**src/hdl/rounded_eye_span_rasterizer_top_defines.svh**
```systemverilog
// Assertion macros shared by the rasterizer RTL.
`ifndef ROUNDED_EYE_SPAN_RASTERIZER_TOP_DEFINES_SVH
`define ROUNDED_EYE_SPAN_RASTERIZER_TOP_DEFINES_SVH

// same-cycle implication, muted during reset
`define RESR_ASSERT_NOW(lbl, clk, rst, ante, cons) \
   lbl: assert property (@(posedge clk) disable iff (rst) (ante) |-> (cons)) \
      else $error("%m: check failed");

// next-cycle implication, muted during reset
`define RESR_ASSERT_NEXT(lbl, clk, rst, ante, cons) \
   lbl: assert property (@(posedge clk) disable iff (rst) (ante) |=> (cons)) \
      else $error("%m: check failed");

`endif

```
**src/hdl/resr_pkg.sv**
```systemverilog
// Shared types and constants of the rounded eye span rasterizer.
`default_nettype none
package resr_pkg;

   localparam int EYE_HEIGHT_CAP = 32;
   localparam int Q_DEPTH        = 2;
   localparam int Q_PTR_W        = $clog2(Q_DEPTH);
   localparam int Q_CNT_W        = $clog2(Q_DEPTH + 1);
   localparam int NUM_W          = 18;   // margin numerator, amp * (H^2 - sq)
   localparam int QUO_W          = 6;    // margin quotient, below 64

   // classified eye, handed from front to back
   typedef struct packed {
      logic               empty;   // H <= 0: one undrawn last word
      logic [5:0]         rows;    // H, 1..63
      logic signed [12:0] top;     // display row of row 0
      logic signed [12:0] cxa;     // centre column plus shift
      logic [5:0]         hw;      // half width
      logic [5:0]         rt;
      logic [5:0]         rb;
   } eye_desc_type;

endpackage
`default_nettype wire

```
**src/hdl/rounded_eye_span_rasterizer_top.sv**
```systemverilog
// Top level of the rounded eye span rasterizer: front, queue, back.
// Path: queue, back-end IDLE, SQR, MUL, DIV, EMIT; an empty eye goes from IDLE to EMIT.
// Rows go one at a time through the back end's shared squarer, multiplier and
//   6-step restoring divider; a new eye is popped only after the current eye's last row.
// The front and a 2-deep queue accept up to two more eyes while the back end works.
// Reset: synchronous, active high; clears the queue, back-end FSM and output valid,
//   and sets fill_color to 0xFFFF.
`default_nettype none
module rounded_eye_span_rasterizer_top
   import resr_pkg::*;
(
   input  wire logic               clock,
   input  wire logic               reset,
   // configuration
   input  wire logic               csr_wr_en,
   input  wire logic [15:0]        csr_wr_data,
   // eye words
   input  wire logic               req_valid,
   output logic                    req_ready,
   input  wire logic [10:0]        req_mid_x,
   input  wire logic [10:0]        req_mid_y,
   input  wire logic signed [7:0]  req_shift_x,
   input  wire logic signed [7:0]  req_shift_y,
   input  wire logic [5:0]         req_eye_height,
   input  wire logic [6:0]         req_eye_width,
   input  wire logic signed [8:0]  req_top_tilt,
   input  wire logic signed [8:0]  req_bottom_tilt,
   input  wire logic [5:0]         req_top_round,
   input  wire logic [5:0]         req_bottom_round,
   // span words
   output logic                    rsp_valid,
   input  wire logic               rsp_ready,
   output logic signed [12:0]      rsp_row,
   output logic signed [12:0]      rsp_span_start,
   output logic [7:0]              rsp_span_length,
   output logic                    rsp_span_drawn,
   output logic                    rsp_last_row
);

   // Span color register. No output port or span word field carries it.
   logic [15:0] fill_color_ff, fill_color_in;

   assign fill_color_in = csr_wr_en ? csr_wr_data : fill_color_ff;

   always_ff @(posedge clock) begin
      if (reset) begin
         fill_color_ff <= 16'hFFFF;
      end else begin
         fill_color_ff <= fill_color_in;
      end
   end

   // front -> queue
   logic         push_valid;
   logic         push_ready;
   eye_desc_type push_desc;
   // queue -> back
   logic         pop_valid;
   logic         pop_ready;
   eye_desc_type pop_desc;

   // Front: saturates the height, applies both tilts (truncating /512),
   // flags empty eyes and works out the top row and centre column.
   resr_front u_front (
      .req_valid        (req_valid),
      .req_ready        (req_ready),
      .req_mid_x        (req_mid_x),
      .req_mid_y        (req_mid_y),
      .req_shift_x      (req_shift_x),
      .req_shift_y      (req_shift_y),
      .req_eye_height   (req_eye_height),
      .req_eye_width    (req_eye_width),
      .req_top_tilt     (req_top_tilt),
      .req_bottom_tilt  (req_bottom_tilt),
      .req_top_round    (req_top_round),
      .req_bottom_round (req_bottom_round),
      .push_valid       (push_valid),
      .push_ready       (push_ready),
      .push_desc        (push_desc)
   );

   // Queue decouples the front from the per-row back end.
   resr_queue u_queue (
      .clock      (clock),
      .reset      (reset),
      .push_valid (push_valid),
      .push_ready (push_ready),
      .push_desc  (push_desc),
      .pop_valid  (pop_valid),
      .pop_ready  (pop_ready),
      .pop_desc   (pop_desc)
   );

   // Back: per row, square -> scale by round amplitude -> divide by H^2,
   // then trim both ends by the margin and register the span word.
   resr_back u_back (
      .clock           (clock),
      .reset           (reset),
      .pop_valid       (pop_valid),
      .pop_ready       (pop_ready),
      .pop_desc        (pop_desc),
      .rsp_valid       (rsp_valid),
      .rsp_ready       (rsp_ready),
      .rsp_row         (rsp_row),
      .rsp_span_start  (rsp_span_start),
      .rsp_span_length (rsp_span_length),
      .rsp_span_drawn  (rsp_span_drawn),
      .rsp_last_row    (rsp_last_row)
   );

endmodule
`default_nettype wire

```
**src/hdl/resr_front.sv**
```systemverilog
// Front end: takes an eye word, works out its height and placement.
`default_nettype none
module resr_front
   import resr_pkg::*;
(
   input  wire logic               req_valid,
   output logic                    req_ready,
   input  wire logic [10:0]        req_mid_x,
   input  wire logic [10:0]        req_mid_y,
   input  wire logic signed [7:0]  req_shift_x,
   input  wire logic signed [7:0]  req_shift_y,
   input  wire logic [5:0]         req_eye_height,
   input  wire logic [6:0]         req_eye_width,
   input  wire logic signed [8:0]  req_top_tilt,
   input  wire logic signed [8:0]  req_bottom_tilt,
   input  wire logic [5:0]         req_top_round,
   input  wire logic [5:0]         req_bottom_round,
   output logic                    push_valid,
   input  wire logic               push_ready,
   output eye_desc_type            push_desc
);

   // divide by 512, rounding toward zero; |result| <= 16
   function automatic logic signed [6:0] trunc512(input logic signed [15:0] p);
      logic signed [15:0] adj;
      adj = p[15] ? (p + 16'sd511) : p;
      return 7'(adj >>> 9);
   endfunction

   logic [5:0]         h_sat;
   logic signed [15:0] prod_t;
   logic signed [15:0] prod_b;
   logic signed [6:0]  tq_t;
   logic signed [6:0]  tq_b;
   logic signed [7:0]  h_tot;
   logic [5:0]         rows;

   always_comb begin
      h_sat  = (req_eye_height > 6'(EYE_HEIGHT_CAP)) ? 6'(EYE_HEIGHT_CAP) : req_eye_height;
      prod_t = $signed({1'b0, h_sat}) * req_top_tilt;
      prod_b = $signed({1'b0, h_sat}) * req_bottom_tilt;
      tq_t   = trunc512(prod_t);
      tq_b   = trunc512(prod_b);
      h_tot  = $signed({2'b00, h_sat}) + 8'(tq_t) - 8'(tq_b);
      rows   = h_tot[5:0];

      push_desc.empty = h_tot[7] || (h_tot == 8'sd0);
      push_desc.rows  = rows;
      push_desc.top   = $signed({2'b00, req_mid_y}) - $signed({8'b0, rows[5:1]})
                        + 13'(req_shift_y);
      push_desc.cxa   = $signed({2'b00, req_mid_x}) + 13'(req_shift_x);
      push_desc.hw    = req_eye_width[6:1];
      push_desc.rt    = req_top_round;
      push_desc.rb    = req_bottom_round;
   end

   assign push_valid = req_valid;
   assign req_ready  = push_ready;

endmodule
`default_nettype wire

```
**src/hdl/resr_queue.sv**
```systemverilog
// Short FIFO of classified eyes between front and back.
`default_nettype none
`include "rounded_eye_span_rasterizer_top_defines.svh"
module resr_queue
   import resr_pkg::*;
(
   input  wire logic         clock,
   input  wire logic         reset,
   input  wire logic         push_valid,
   output logic              push_ready,
   input  wire eye_desc_type push_desc,
   output logic              pop_valid,
   input  wire logic         pop_ready,
   output eye_desc_type      pop_desc
);

   eye_desc_type       mem_ff [Q_DEPTH];
   logic [Q_PTR_W-1:0] wr_ptr_ff, wr_ptr_in;
   logic [Q_PTR_W-1:0] rd_ptr_ff, rd_ptr_in;
   logic [Q_CNT_W-1:0] count_ff, count_in;
   logic               push;
   logic               pop;

   assign push_ready = (count_ff != Q_CNT_W'(Q_DEPTH));
   assign pop_valid  = (count_ff != '0);
   assign pop_desc   = mem_ff[rd_ptr_ff];
   assign push       = push_valid && push_ready;
   assign pop        = pop_valid && pop_ready;

   function automatic logic [Q_PTR_W-1:0] ptr_inc(input logic [Q_PTR_W-1:0] p);
      return (p == Q_PTR_W'(Q_DEPTH - 1)) ? '0 : p + 1'b1;
   endfunction

   always_comb begin
      wr_ptr_in = push ? ptr_inc(wr_ptr_ff) : wr_ptr_ff;
      rd_ptr_in = pop  ? ptr_inc(rd_ptr_ff) : rd_ptr_ff;
      count_in  = count_ff;
      if (push && !pop) begin
         count_in = count_ff + 1'b1;
      end else if (pop && !push) begin
         count_in = count_ff - 1'b1;
      end
   end

   always_ff @(posedge clock) begin
      if (reset) begin
         wr_ptr_ff <= '0;
         rd_ptr_ff <= '0;
         count_ff  <= '0;
      end else begin
         wr_ptr_ff <= wr_ptr_in;
         rd_ptr_ff <= rd_ptr_in;
         count_ff  <= count_in;
      end
   end

   always_ff @(posedge clock) begin
      if (push) begin
         mem_ff[wr_ptr_ff] <= push_desc;
      end
   end

   `RESR_ASSERT_NOW(a_q_count_bound, clock, reset, 1'b1, count_ff <= Q_CNT_W'(Q_DEPTH))
   `RESR_ASSERT_NOW(a_q_no_pop_empty, clock, reset, count_ff == '0, !pop)
   `RESR_ASSERT_NEXT(a_q_ptr_gap, clock, reset, count_ff == '0, wr_ptr_ff == rd_ptr_ff || count_ff != '0 || $past(push))

endmodule
`default_nettype wire

```
**src/hdl/resr_back.sv**
```systemverilog
// Back end: walks the rows of one eye, computes margins, emits span words.
`default_nettype none
`include "rounded_eye_span_rasterizer_top_defines.svh"
module resr_back
   import resr_pkg::*;
(
   input  wire logic               clock,
   input  wire logic               reset,
   input  wire logic               pop_valid,
   output logic                    pop_ready,
   input  wire eye_desc_type       pop_desc,
   output logic                    rsp_valid,
   input  wire logic               rsp_ready,
   output logic signed [12:0]      rsp_row,
   output logic signed [12:0]      rsp_span_start,
   output logic [7:0]              rsp_span_length,
   output logic                    rsp_span_drawn,
   output logic                    rsp_last_row
);

   typedef enum logic [4:0] {
      ST_IDLE = 5'b00001,
      ST_SQR  = 5'b00010,
      ST_MUL  = 5'b00100,
      ST_DIV  = 5'b01000,
      ST_EMIT = 5'b10000
   } back_state_type;

   back_state_type     state_ff, state_in;
   eye_desc_type       desc_ff, desc_in;
   logic [11:0]        h2_ff, h2_in;
   logic [5:0]         row_ff, row_in;
   logic [11:0]        diff_ff, diff_in;
   logic [5:0]         amp_ff, amp_in;
   logic [NUM_W-1:0]   rem_ff, rem_in;
   logic [QUO_W-1:0]   quo_ff, quo_in;
   logic [2:0]         bit_ff, bit_in;

   logic               rsp_valid_ff, rsp_valid_in;
   logic signed [12:0] rsp_row_ff, rsp_row_in;
   logic signed [12:0] rsp_start_ff, rsp_start_in;
   logic [7:0]         rsp_len_ff, rsp_len_in;
   logic               rsp_drawn_ff, rsp_drawn_in;
   logic               rsp_last_ff, rsp_last_in;

   logic               out_free;
   logic               upper;
   logic [6:0]         sq_op;
   logic [13:0]        sq;
   logic [NUM_W-1:0]   div_cmp;
   logic signed [12:0] left;
   logic signed [12:0] right;
   logic               is_last;
   logic               emit;

   assign out_free = !rsp_valid_ff || rsp_ready;
   assign pop_ready = (state_ff == ST_IDLE);
   assign emit = (state_ff == ST_EMIT) && out_free;
   assign is_last = desc_ff.empty || (row_ff == desc_ff.rows - 1'b1);

   always_comb begin
      upper   = ({row_ff, 1'b0} < {1'b0, desc_ff.rows});
      sq_op   = upper ? {row_ff, 1'b0} : ({desc_ff.rows, 1'b0} - {row_ff, 1'b0});
      sq      = sq_op * sq_op;
      div_cmp = {6'b0, h2_ff} << bit_ff;
      left    = desc_ff.cxa - $signed({7'b0, desc_ff.hw}) + $signed({7'b0, quo_ff});
      right   = desc_ff.cxa + $signed({7'b0, desc_ff.hw}) - $signed({7'b0, quo_ff});
   end

   always_comb begin
      state_in     = state_ff;
      desc_in      = desc_ff;
      h2_in        = h2_ff;
      row_in       = row_ff;
      diff_in      = diff_ff;
      amp_in       = amp_ff;
      rem_in       = rem_ff;
      quo_in       = quo_ff;
      bit_in       = bit_ff;
      rsp_valid_in = rsp_valid_ff && !rsp_ready;
      rsp_row_in   = rsp_row_ff;
      rsp_start_in = rsp_start_ff;
      rsp_len_in   = rsp_len_ff;
      rsp_drawn_in = rsp_drawn_ff;
      rsp_last_in  = rsp_last_ff;

      case (state_ff)
         ST_IDLE: begin
            if (pop_valid) begin
               desc_in  = pop_desc;
               h2_in    = pop_desc.rows * pop_desc.rows;
               row_in   = '0;
               quo_in   = '0;
               state_in = pop_desc.empty ? ST_EMIT : ST_SQR;
            end
         end
         ST_SQR: begin
            diff_in  = h2_ff - sq[11:0];
            amp_in   = upper ? desc_ff.rt : desc_ff.rb;
            state_in = ST_MUL;
         end
         ST_MUL: begin
            rem_in   = amp_ff * diff_ff;
            quo_in   = '0;
            bit_in   = 3'(QUO_W - 1);
            state_in = ST_DIV;
         end
         ST_DIV: begin
            // restoring divide, one quotient bit per cycle
            if (rem_ff >= div_cmp) begin
               rem_in         = rem_ff - div_cmp;
               quo_in[bit_ff] = 1'b1;
            end
            if (bit_ff == '0) begin
               state_in = ST_EMIT;
            end else begin
               bit_in = bit_ff - 1'b1;
            end
         end
         ST_EMIT: begin
            if (out_free) begin
               rsp_valid_in = 1'b1;
               rsp_last_in  = is_last;
               if (desc_ff.empty) begin
                  rsp_row_in   = '0;
                  rsp_start_in = '0;
                  rsp_len_in   = '0;
                  rsp_drawn_in = 1'b0;
               end else begin
                  rsp_row_in   = desc_ff.top + $signed({7'b0, row_ff});
                  rsp_start_in = left;
                  rsp_drawn_in = (left < right);
                  rsp_len_in   = (left < right) ? 8'(right - left + 13'sd1) : 8'd0;
               end
               if (is_last) begin
                  state_in = ST_IDLE;
               end else begin
                  row_in   = row_ff + 1'b1;
                  state_in = ST_SQR;
               end
            end
         end
         default: begin
            state_in = ST_IDLE;
         end
      endcase
   end

   always_ff @(posedge clock) begin
      if (reset) begin
         state_ff     <= ST_IDLE;
         rsp_valid_ff <= 1'b0;
      end else begin
         state_ff     <= state_in;
         rsp_valid_ff <= rsp_valid_in;
      end
   end

   always_ff @(posedge clock) begin
      desc_ff      <= desc_in;
      h2_ff        <= h2_in;
      row_ff       <= row_in;
      diff_ff      <= diff_in;
      amp_ff       <= amp_in;
      rem_ff       <= rem_in;
      quo_ff       <= quo_in;
      bit_ff       <= bit_in;
      rsp_row_ff   <= rsp_row_in;
      rsp_start_ff <= rsp_start_in;
      rsp_len_ff   <= rsp_len_in;
      rsp_drawn_ff <= rsp_drawn_in;
      rsp_last_ff  <= rsp_last_in;
   end

   assign rsp_valid       = rsp_valid_ff;
   assign rsp_row         = rsp_row_ff;
   assign rsp_span_start  = rsp_start_ff;
   assign rsp_span_length = rsp_len_ff;
   assign rsp_span_drawn  = rsp_drawn_ff;
   assign rsp_last_row    = rsp_last_ff;

   // partial remainder must stay below divisor << (bit + 1) or the quotient overflows
   `RESR_ASSERT_NOW(a_div_rem_bound, clock, reset, state_ff == ST_DIV, ({1'b0, rem_ff} < ({7'b0, h2_ff} << (bit_ff + 3'd1))))
   `RESR_ASSERT_NEXT(a_last_to_idle, clock, reset, emit && is_last, state_ff == ST_IDLE)
   `RESR_ASSERT_NOW(a_row_in_range, clock, reset, state_ff == ST_EMIT && !desc_ff.empty, row_ff < desc_ff.rows)

endmodule
`default_nettype wire

```
**config.mk**
```make
export PLATFORM = sky130hd
export DESIGN_NAME = rounded_eye_span_rasterizer_top
export DESIGN_NICKNAME = d
export VERILOG_FILES = /design/src/hdl/resr_pkg.sv /design/src/hdl/rounded_eye_span_rasterizer_top.sv /design/src/hdl/resr_front.sv /design/src/hdl/resr_queue.sv /design/src/hdl/resr_back.sv
export VERILOG_INCLUDE_DIRS = /design/src /design/src/hdl
export SDC_FILE = /design/constraint.sdc
export NUM_CORES = 1
export LEC_CHECK = 0
export BUFFER_PORTS_ARGS = -buffer_cell sky130_fd_sc_hd__buf_2
export CELL_PAD_IN_SITES_DETAIL_PLACEMENT = 1
export CELL_PAD_IN_SITES_GLOBAL_PLACEMENT = 1
export CORE_MARGIN = 5
export CORE_UTILIZATION = 42
export DETAILED_ROUTE_END_ITERATION = 10
export PLACE_DENSITY_LB_ADDON = 0.05
export SLEW_MARGIN = 10
export SYNTH_ARGS = -nofsm -noshare
export SYNTH_HDL_FRONTEND = slang
export SYNTH_SLANG_ARGS = --single-unit
```
**constraint.sdc**
```tcl
create_clock -name clock -period 16.15 [get_ports clock]
set_input_delay 4.0375 -clock clock [delete_from_list [all_inputs] [get_ports clock]]
set_output_delay 4.0375 -clock clock [all_outputs]
set_load 0.02 [all_outputs]
```
==> flow_metrics.tcl, run 1 <==
set metrics [dict create \
    synth-edff-count 250 \
    syn_to_final_growth_pct 10.6 \
    postRouteWirelength_microns 54200 \
    num-fill-cells 6177 \
    max_incr_delay_on_cp_ns 0.52 \
    synth_warnings 0 \
    total_number_of_clock_tree_sinks 261 \
    rd_place_congestion 0.801 \
    detail_route.drc_violations 0 \
    worstRegToRegCells 22 \
    final.setup_skew_ns 0.0145 \
    cts-buffers-inserted 29 \
    number_of_nets_in_the_synthesized_netlist 2789 \
    reg2reg_setup_slack_ns 9.21 \
    avgSynthCellArea_sq_um 10.3 \
    report.final.slew_viol_count 0 \
    final.min_clock_period_ns 13.19 \
    cap_violations 0 \
    seqCellArea_sq_um 7730 \
    initial_core_util_pct 42.5 \
    post_cts.resized_instances 0 \
    crit_fanout 26 \
    first_global_vias 18100 \
    router_iterations_before_antenna_repair 4 \
    fp.dieArea_sq_um 60600 \
    grt_start_max_net_pins 48 \
    grt_pass1_wl_microns 91100 \
    crit_buf_inv 5 \
    asyncSetResetFlopFracSynth_pct 0 \
    hold_viol 0 \
    vias_per_cell 5.12 \
    groute.usage.overall_pct 18.2 \
    place_hpwl_microns 43400 \
    critical-path-top-cell-by-count "fa_1" \
    final-setup-viol-count 0 \
    critical_path.top_delay_family "adder cells" \
    placement_rows 86 \
    grt-ovfl-total 0 \
    layout.nets 2901 \
    crit_path_top_delay_cell "fa_1" \
    fp.dieW_microns 246 \
    worst_ep_arrival_time_ns 13.48 \
    class_of_the_most_critical_setup_path "input port to register" \
    routed-via-count 16200 \
    mappedNetlistArea_sq_um 23400 \
    detail_route.wl_per_cell_microns 17.2 \
    worstSetupEndpointType "register" \
    yosysSeqAreaShare_pct 33.0 \
    multi_input_comb_area_sq_um 14200 \
    antenna_cells_inserted 0 \
    crit-reg2reg-capture "u_back.diff_ff[11]" \
    drtAntennaViolNets 0 \
    synth.ff_latch_count 261 \
    die_height_microns 246 \
    number_of_distinct_library_cells_after_synthesis 97 \
    min_period_over_period_pct 81.6 \
    worstSetupStartpointType "input port" \
    holdCritStartpoint "u_queue.rd_ptr_ff" \
    htreeDepth 1 \
    timing.hold.worst_path_depth 2 \
    detailedRoute.firstIterationViolations 491 \
    core_area_sq_um 55200 \
    fmaxAchievable_ghz 0.0758 \
    clk_pin_slew_ns 0.06 \
    fin_tns_setup_ns 0 \
    clockBufferDepth 3 \
    timing_worst_slew_pin_value_ns 0.929 \
    post_cts.repair.setup_buffers 0 \
    max_slew_margin_pct 37.7 \
    hold_buffers 0 \
    reg_to_reg_startpoint "u_back.row_ff[0]" \
    syn-instance-count 2273 \
    postSynth.topFlopCell "edfxtp_1" \
    critPathRequiredTime_ns 16.45 \
    clk-insertion-delay-late_ns 0.57 \
    cts-root-buf "clkbuf_16" \
    pin_count 140 \
    timing.hold.worst.class "register to register" \
    grt_setup_unrepaired "no" \
    run_status "completed" \
    tritoncts "built" \
    portBuffers 121 \
    layout-drive-gt1-share_pct 11.9 \
    worst_hold_path.endpoint "u_queue.rd_ptr_ff" \
    antenna_found_initial 1 \
]
how the worst max path moves through the flow:
stage / start / endpoint / slack (ns) / depth (start not counted)
2_1_floorplan: req_eye_height[3] / u_queue.mem_ff[0][42] / 3.53 / 37
3_3_place_gp: req_eye_height[5] / u_queue.mem_ff[0][42] / 2.40 / 37
3_5_place_dp: req_eye_height[5] / u_queue.mem_ff[0][42] / 2.24 / 37
4_1_cts: req_eye_height[5] / u_queue.mem_ff[0][42] / 2.84 / 37
5_1_grt: req_eye_height[5] / u_queue.mem_ff[1][43] / 2.36 / 38
6_report: req_eye_height[5] / u_queue.mem_ff[0][42] / 2.96 / 37
worst min-delay path: stages (launching register included):
cell	delay (ns)
dfxtp_1	0.32
xor2_1	0.08
nor2_1	0.08
cell usage in the layout (no fill, tap or decap), drive strengths merged, types with 20 or more instances in the layout:
| cell | instances |
|---|---|
| a21oi | 108 |
| nor2 | 136 |
| ha | 246 |
| edfxtp | 250 |
| nor3 | 39 |
| nor2b | 44 |
| mux2 | 56 |
| mux2i | 22 |
| a21o | 43 |
| o21ai | 76 |
| clkbuf | 32 |
| inv | 352 |
| and2 | 84 |
| nand2b | 23 |
| o21a | 27 |
| nand2 | 171 |
| nand3 | 20 |
| buf | 135 |
| xor2 | 57 |
| xnor2 | 104 |
| fa | 168 |
cell families after synthesis:
family / after synthesis / synth area share (%)
AND/OR/NAND/NOR: 585 / 12.6
adder cells (fa/ha/maj): 414 / 27.5
buffers and inverters: 404 / 6.50
AO/OA/AOI/OAI: 367 / 10.5
flip-flops: 261 / 33.0
XOR/XNOR: 161 / 6.11
multiplexers: 80 / 3.82
other: 1 / 0.0160
cell type report:
class	count	area share [%]
multi-input combinational	1608	54.9
sequential	261	29.8
inverter	350	5.07
tap	748	3.61
clock buffer	32	2.84
timing repair buffer	135	2.74
clock inverter	22	1.04
registers in the layout, indices dropped and copies added (netlist names), 2 cells and up, named ones only:
| name | count |
|---|---|
| u_queue.mem_ff | 102 |
| u_back.bit_ff | 3 |
| u_back.desc_ff | 50 |
| u_back.state_ff | 5 |
| u_queue.count_ff | 2 |
| u_back.quo_ff | 6 |
| u_back.h2_ff | 11 |
| u_back.rsp_span_start | 13 |
| u_back.rsp_span_length | 8 |
| u_back.rem_ff | 18 |
| u_back.rsp_row | 13 |
| u_back.diff_ff | 12 |
| u_back.amp_ff | 6 |
| u_back.row_ff | 6 |
layer usage:
metal  part of all wire, %  track usage, %  wire (microns)  up-vias
met4                   2.2            3.74            1190        2
li1                      -               -               -     7898
met2                    52            34.0           28100      143
met3                   2.2            1.71            1170       58
met1                    44            23.1           23800     8053
met5                 0.024               0              13        -
stage by stage:
step           cell area (sq um)  setup WS [ns]  hold slack, ns  std cells  util, %
6_report                   25900           2.96           0.507       3156     46.9
5_1_grt                    25900           2.36           0.561       3156     46.9
4_1_cts                    25900           2.84           0.514       3156     46.9
3_5_place_dp               24900           2.24           0.496       3102     45.1
3_3_place_gp               24900           2.40           0.486       3102     45.1
2_1_floorplan              23400           3.53           0.472       2273        -
Yosys cell counts, types with 9 or more instances:
cell type / number / area (sq um)
nand2b_1: 23 / 144
ha_1: 246 / 3080
and2_1: 83 / 519
and3_1: 12 / 75.1
inv_1: 349 / 1310
nand3_1: 18 / 90.1
edfxtp_1: 250 / 7510
o31ai_1: 12 / 90.1
clkbuf_1: 47 / 176
nand2_1: 171 / 642
a21oi_1: 108 / 541
mux2i_1: 22 / 220
a211oi_1: 9 / 67.6
a21o_1: 43 / 323
nor3_1: 37 / 185
xor2_1: 57 / 499
a31oi_1: 12 / 75.1
fa_1: 168 / 3360
mux2_2: 56 / 631
o21bai_1: 17 / 128
dfxtp_1: 11 / 220
nor2b_1: 44 / 275
o21ai_0: 67 / 335
o21a_1: 27 / 203
xnor2_1: 101 / 885
nor2_1: 136 / 510
Power of run 1 is not shown: default switching activity piles up to over one toggle a cycle in this logic, so the estimate is an artifact.
==> run 2: changes to the inputs <==
- clock period: 16.15 -> 11.9 ns (I/O delays scaled with it)
==> flow_metrics.tcl, run 2 (synthesized netlist as in run 1, its figures left out) <==
set metrics [dict create \
    run_status "completed" \
    fp.dieW_microns 246 \
    final.min_clock_period_ns 11.38 \
    cts-buffers-inserted 30 \
    flip_flop_count_of_the_largest_register_after_layout 102 \
    grt-ovfl-total 0 \
    critPathRequiredTime_ns 12.20 \
    max_slew_margin_pct 36.8 \
    htreeDepth 1 \
    layout.nets 2977 \
    reg_to_reg_startpoint "u_back.row_ff[0]" \
    antenna_found_initial 1 \
    syn_to_final_growth_pct 12.9 \
    timing.hold.worst_path_depth 2 \
    worstRegToRegCells 22 \
    max_incr_delay_on_cp_ns 0.54 \
    crit_fanout 12 \
    total_number_of_clock_tree_sinks 261 \
    detail_route.drc_violations 0 \
    final_design_area_no_fill_sq_um 26500 \
    post_cts.repair.setup_buffers 0 \
    pin_count 140 \
    final.setup_skew_ns 0.0127 \
    fp.dieArea_sq_um 60600 \
    drtAntennaViolNets 0 \
    core_area_sq_um 55200 \
    worst_ep_arrival_time_ns 11.68 \
    portBuffers 121 \
    reg2reg_setup_slack_ns 4.95 \
    hold_viol 0 \
    vias_per_cell 5.12 \
    grt_pass1_wl_microns 90800 \
    mostFrequentLayoutCells "inv_1 (348), edfxtp_1 (250), ha_1 (246)" \
    report.final.slew_viol_count 0 \
    detail_route.wl_per_cell_microns 16.9 \
    finalHoldWorstSlack_ns 0.511 \
    worstSetupEndpointType "register" \
    grt_start_max_net_pins 52 \
    class_of_the_most_critical_setup_path "input port to register" \
    timing_worst_slew_pin_value_ns 0.943 \
    clk-insertion-delay-late_ns 0.57 \
    largestRegisters "u_queue.mem_ff (102), u_back.desc_ff (50), u_back.rem_ff (18)" \
    initial_core_util_pct 42.5 \
    layout-drive-gt1-share_pct 14.6 \
    router_iterations_before_antenna_repair 5 \
    detailedRoute.firstIterationViolations 568 \
    crit_path_top_delay_cell "fa_1" \
    final-setup-viol-count 0 \
    die_height_microns 246 \
    worstSetupStartpointType "input port" \
    clk_pin_slew_ns 0.06 \
    dpl-instance-area_sq_um 25500 \
    post_layout_cell_count 3233 \
    min_period_over_period_pct 95.7 \
    cts-root-buf "clkbuf_16" \
    worst_hold_path.endpoint "u_queue.rd_ptr_ff" \
    place_hpwl_microns 44600 \
    cap_violations 0 \
    grt_setup_unrepaired "no" \
    critical-path-top-cell-by-count "fa_1" \
    routed-via-count 16500 \
    placement_rows 86 \
    postRouteWirelength_microns 54700 \
    first_global_vias 18300 \
    fin_tns_setup_ns 0 \
    groute.usage.overall_pct 18.1 \
    rd_place_congestion 0.812 \
    fmaxAchievable_ghz 0.0878 \
    placed_cells 3177 \
    clockBufferDepth 3 \
    tritoncts "built" \
    antenna_cells_inserted 0 \
    most_common_library_cell_in_the_layout_ignoring_fill_and_taps "inv_1" \
    registers.top_by_ff_count "u_queue.mem_ff" \
    crit-reg2reg-capture "u_back.diff_ff[11]" \
    timing.hold.worst.class "register to register" \
    holdCritStartpoint "u_queue.rd_ptr_ff" \
]
[run 2: cell types whose count changed in the layout (fill, tap and decap cells not counted), moves of 2 or more]
cell | previous run | this run
a21oi_1 | 108 | 106
a21oi_2 | 0 | 2
buf_4 | 14 | 89
bufinv_16 | 5 | 2
clkbuf_16 | 29 | 31
clkinv_1 | 4 | 8
clkinv_4 | 2 | 0
inv_6 | 2 | 0
[run 2: per-layer routing]
metal	wire length [microns]	vias up	global-route usage (%)
met1	23500	8288	22.4
met3	1130	60	1.61
met4	1090	2	3.50
met5	13	-	0
met2	28900	140	34.7
li1	-	8051	-
[run 2: worst max-delay path, delay by kind of cell]
family / cells / cell delay [ns]
AND/OR/NAND/NOR: 12 / 2.58
buffers and inverters: 6 / 0.64
XOR/XNOR: 3 / 0.40
adder cells (fa/ha/maj): 9 / 3.71
AO/OA/AOI/OAI: 7 / 1.35
[run 2: how the worst max path moves through the flow]
| stage | slack, ns | startpoint | end | cells past startpoint |
|---|---|---|---|---|
| global placement | -0.10 | req_eye_height[5] | u_queue.mem_ff[0][42] | 40 |
| global route | 0.02 | req_eye_height[5] | u_queue.mem_ff[0][43] | 40 |
| floorplan | 0.35 | req_eye_height[3] | u_queue.mem_ff[0][42] | 37 |
| detailed placement | -0.25 | req_eye_height[5] | u_queue.mem_ff[0][42] | 40 |
| finish | 0.52 | req_eye_height[5] | u_queue.mem_ff[1][42] | 37 |
| CTS | 0.30 | req_eye_height[5] | u_queue.mem_ff[1][42] | 40 |
[run 2: area by class of cell]
type | count | area [sq um]
clock buffer | 35 | 791
sequential | 261 | 7730
tap | 748 | 936
timing repair buffer | 210 | 1270
clock inverter | 21 | 163
multi-input combinational | 1608 | 14200
fill | 6203 | 28700
inverter | 350 | 1310
[run 2: metrics by stage]
stage / setup WS (ns) / utilization [%]
2_1_floorplan: 0.347 / -
3_3_place_gp: -0.101 / 46.1
3_5_place_dp: -0.254 / 46.1
4_1_cts: 0.300 / 47.9
5_1_grt: 0.0230 / 47.9
6_report: 0.517 / 47.9
[run 2: repair_timing]
| action | 4_1_cts | 5_1_grt |
|---|---|---|
| hold buffers | 0 | 0 |
| gates resized for setup | 0 | 6 |
| setup endpoints to repair | 0 | 6 |
Power of run 2 is left out for the same reason.
==> run 3: changes to the inputs <==
- CORE_MARGIN: 5 -> 2
- PLACE_DENSITY: not set -> 0.82
- PLACE_DENSITY_LB_ADDON: 0.05 -> not set
- clock period: 11.9 -> 14.2 ns (I/O delays scaled with it)
==> flow_metrics.tcl, run 3 (synthesized netlist as in run 1, its figures left out) <==
set metrics [dict create \
    critical-path-top-cell-by-count "fa_1" \
    postRouteWirelength_microns 57900 \
    max_incr_delay_on_cp_ns 0.54 \
    cts-root-buf "clkbuf_16" \
    antenna_found_initial 2 \
    timing_worst_slew_pin_value_ns 1.13 \
    layout-drive-gt1-share_pct 11.9 \
    grt-ovfl-total 0 \
    cts-buffers-inserted 29 \
    antenna_cells_inserted 0 \
    clk_pin_slew_ns 0.07 \
    post_cts.repair.setup_buffers 0 \
    grt_setup_unrepaired "no" \
    htreeDepth 1 \
    crit_buf_inv 5 \
    crit_path_top_delay_cell "nor2b_1" \
    drtAntennaViolNets 0 \
    detail_route.wl_per_cell_microns 18.3 \
    router_iterations_before_antenna_repair 5 \
    tritoncts "built" \
    final.setup_skew_ns 0.0181 \
    worstSetupStartpointType "input port" \
    report.final.slew_viol_count 0 \
    largestRegisters "u_queue.mem_ff (102), u_back.desc_ff (50), u_back.rem_ff (18)" \
    fmaxAchievable_ghz 0.0780 \
    groute.usage.overall_pct 20.4 \
    grt_start_max_net_pins 52 \
    min_period_over_period_pct 90.3 \
    timing.hold.worst.class "register to register" \
    detailedRoute.firstIterationViolations 733 \
    place_hpwl_microns 44800 \
    met1Wirelength_microns 23200 \
    met2_length_microns 30900 \
    layout.nets 2901 \
    final.min_clock_period_ns 12.83 \
    fin_tns_setup_ns 0 \
    crit_fanout 26 \
    flip_flop_count_of_the_largest_register_after_layout 102 \
    post_cts.resized_instances 0 \
    clk-insertion-delay-late_ns 0.57 \
    reg2reg_setup_slack_ns 7.01 \
    hold_buffers 0 \
    highest_layer "met5" \
    detail_route.drc_violations 0 \
    fp.dieW_microns 240 \
    worstSetupEndpointType "register" \
    class_of_the_most_critical_setup_path "input port to register" \
    vias_per_cell 5.31 \
    critical_path.top_delay_family "adder cells" \
    portBuffers 121 \
    registers.top_by_ff_count "u_queue.mem_ff" \
    placement_rows 86 \
    core_area_sq_um 55100 \
    syn_to_final_growth_pct 10.6 \
    clockBufferDepth 3 \
    most_common_library_cell_in_the_layout_ignoring_fill_and_taps "inv_1" \
    finalHoldWorstSlack_ns 0.540 \
    mostFrequentLayoutCells "inv_1 (348), edfxtp_1 (250), ha_1 (246)" \
    total_number_of_clock_tree_sinks 261 \
    grt_pass1_wl_microns 95100 \
    rd_place_congestion 0.884 \
    final-setup-viol-count 0 \
    routed-via-count 16800 \
    worst_ep_arrival_time_ns 13.12 \
    cap_violations 0 \
    first_global_vias 19200 \
    max_slew_margin_pct 22.4 \
    fp.dieArea_sq_um 57700 \
    die_height_microns 240 \
    initial_core_util_pct 42.5 \
    run_status "completed" \
    pin_count 140 \
    detailroute.wirelength.met3_microns 2030 \
    hold_viol 0 \
    critPathRequiredTime_ns 14.50 \
]
-- run 3: layer usage --
| layer | up-vias | track usage [%] |
|---|---|---|
| met5 | - | 0 |
| met4 | 4 | 6.63 |
| met3 | 129 | 2.27 |
| met2 | 318 | 39.5 |
| met1 | 8407 | 23.2 |
| li1 | 7902 | - |
-- run 3: final cells by class --
class | instances | area [sq um]
multi-input cells | 1608 | 14200
clock buffers | 32 | 737
inverters | 350 | 1310
well taps | 748 | 936
fillers | 6192 | 29200
flip-flops and latches | 261 | 7730
clock inverters | 22 | 285
repair buffers | 135 | 711
-- run 3: worst paths after layout --
kind / start / end / depth (start not counted)
max reg2reg: u_back.row_ff[0] / u_back.diff_ff[11] / 21
min reg2reg: u_queue.rd_ptr_ff / register / 2
max: req_eye_height[5] / u_queue.mem_ff[1][42] / 37
min: u_queue.rd_ptr_ff / register / 2
-- run 3: stage by stage --
stage / setup slack (ns) / instances / util (%) / instance area [sq um]
3_3_place_gp: 1.03 / 3102 / 45.2 / 24900
5_1_grt: 0.653 / 3156 / 47.1 / 25900
3_5_place_dp: 0.697 / 3102 / 45.2 / 24900
4_1_cts: 1.28 / 3156 / 47.1 / 25900
2_1_floorplan: 2.07 / 2273 / - / 23400
6_report: 1.37 / 3156 / 47.1 / 25900
-- run 3: worst register-to-register path, delay by kind of cell, from the launching register on --
kind	cells	cell delay, ns
AND/OR/NAND/NOR	3	0.52
adder cells (fa/ha/maj)	6	2.52
XOR/XNOR	1	0.16
AO/OA/AOI/OAI	7	1.98
flip-flops	1	0.53
buffers and inverters	3	0.21
multiplexers	1	1.01
Power of run 3 is left out for the same reason.
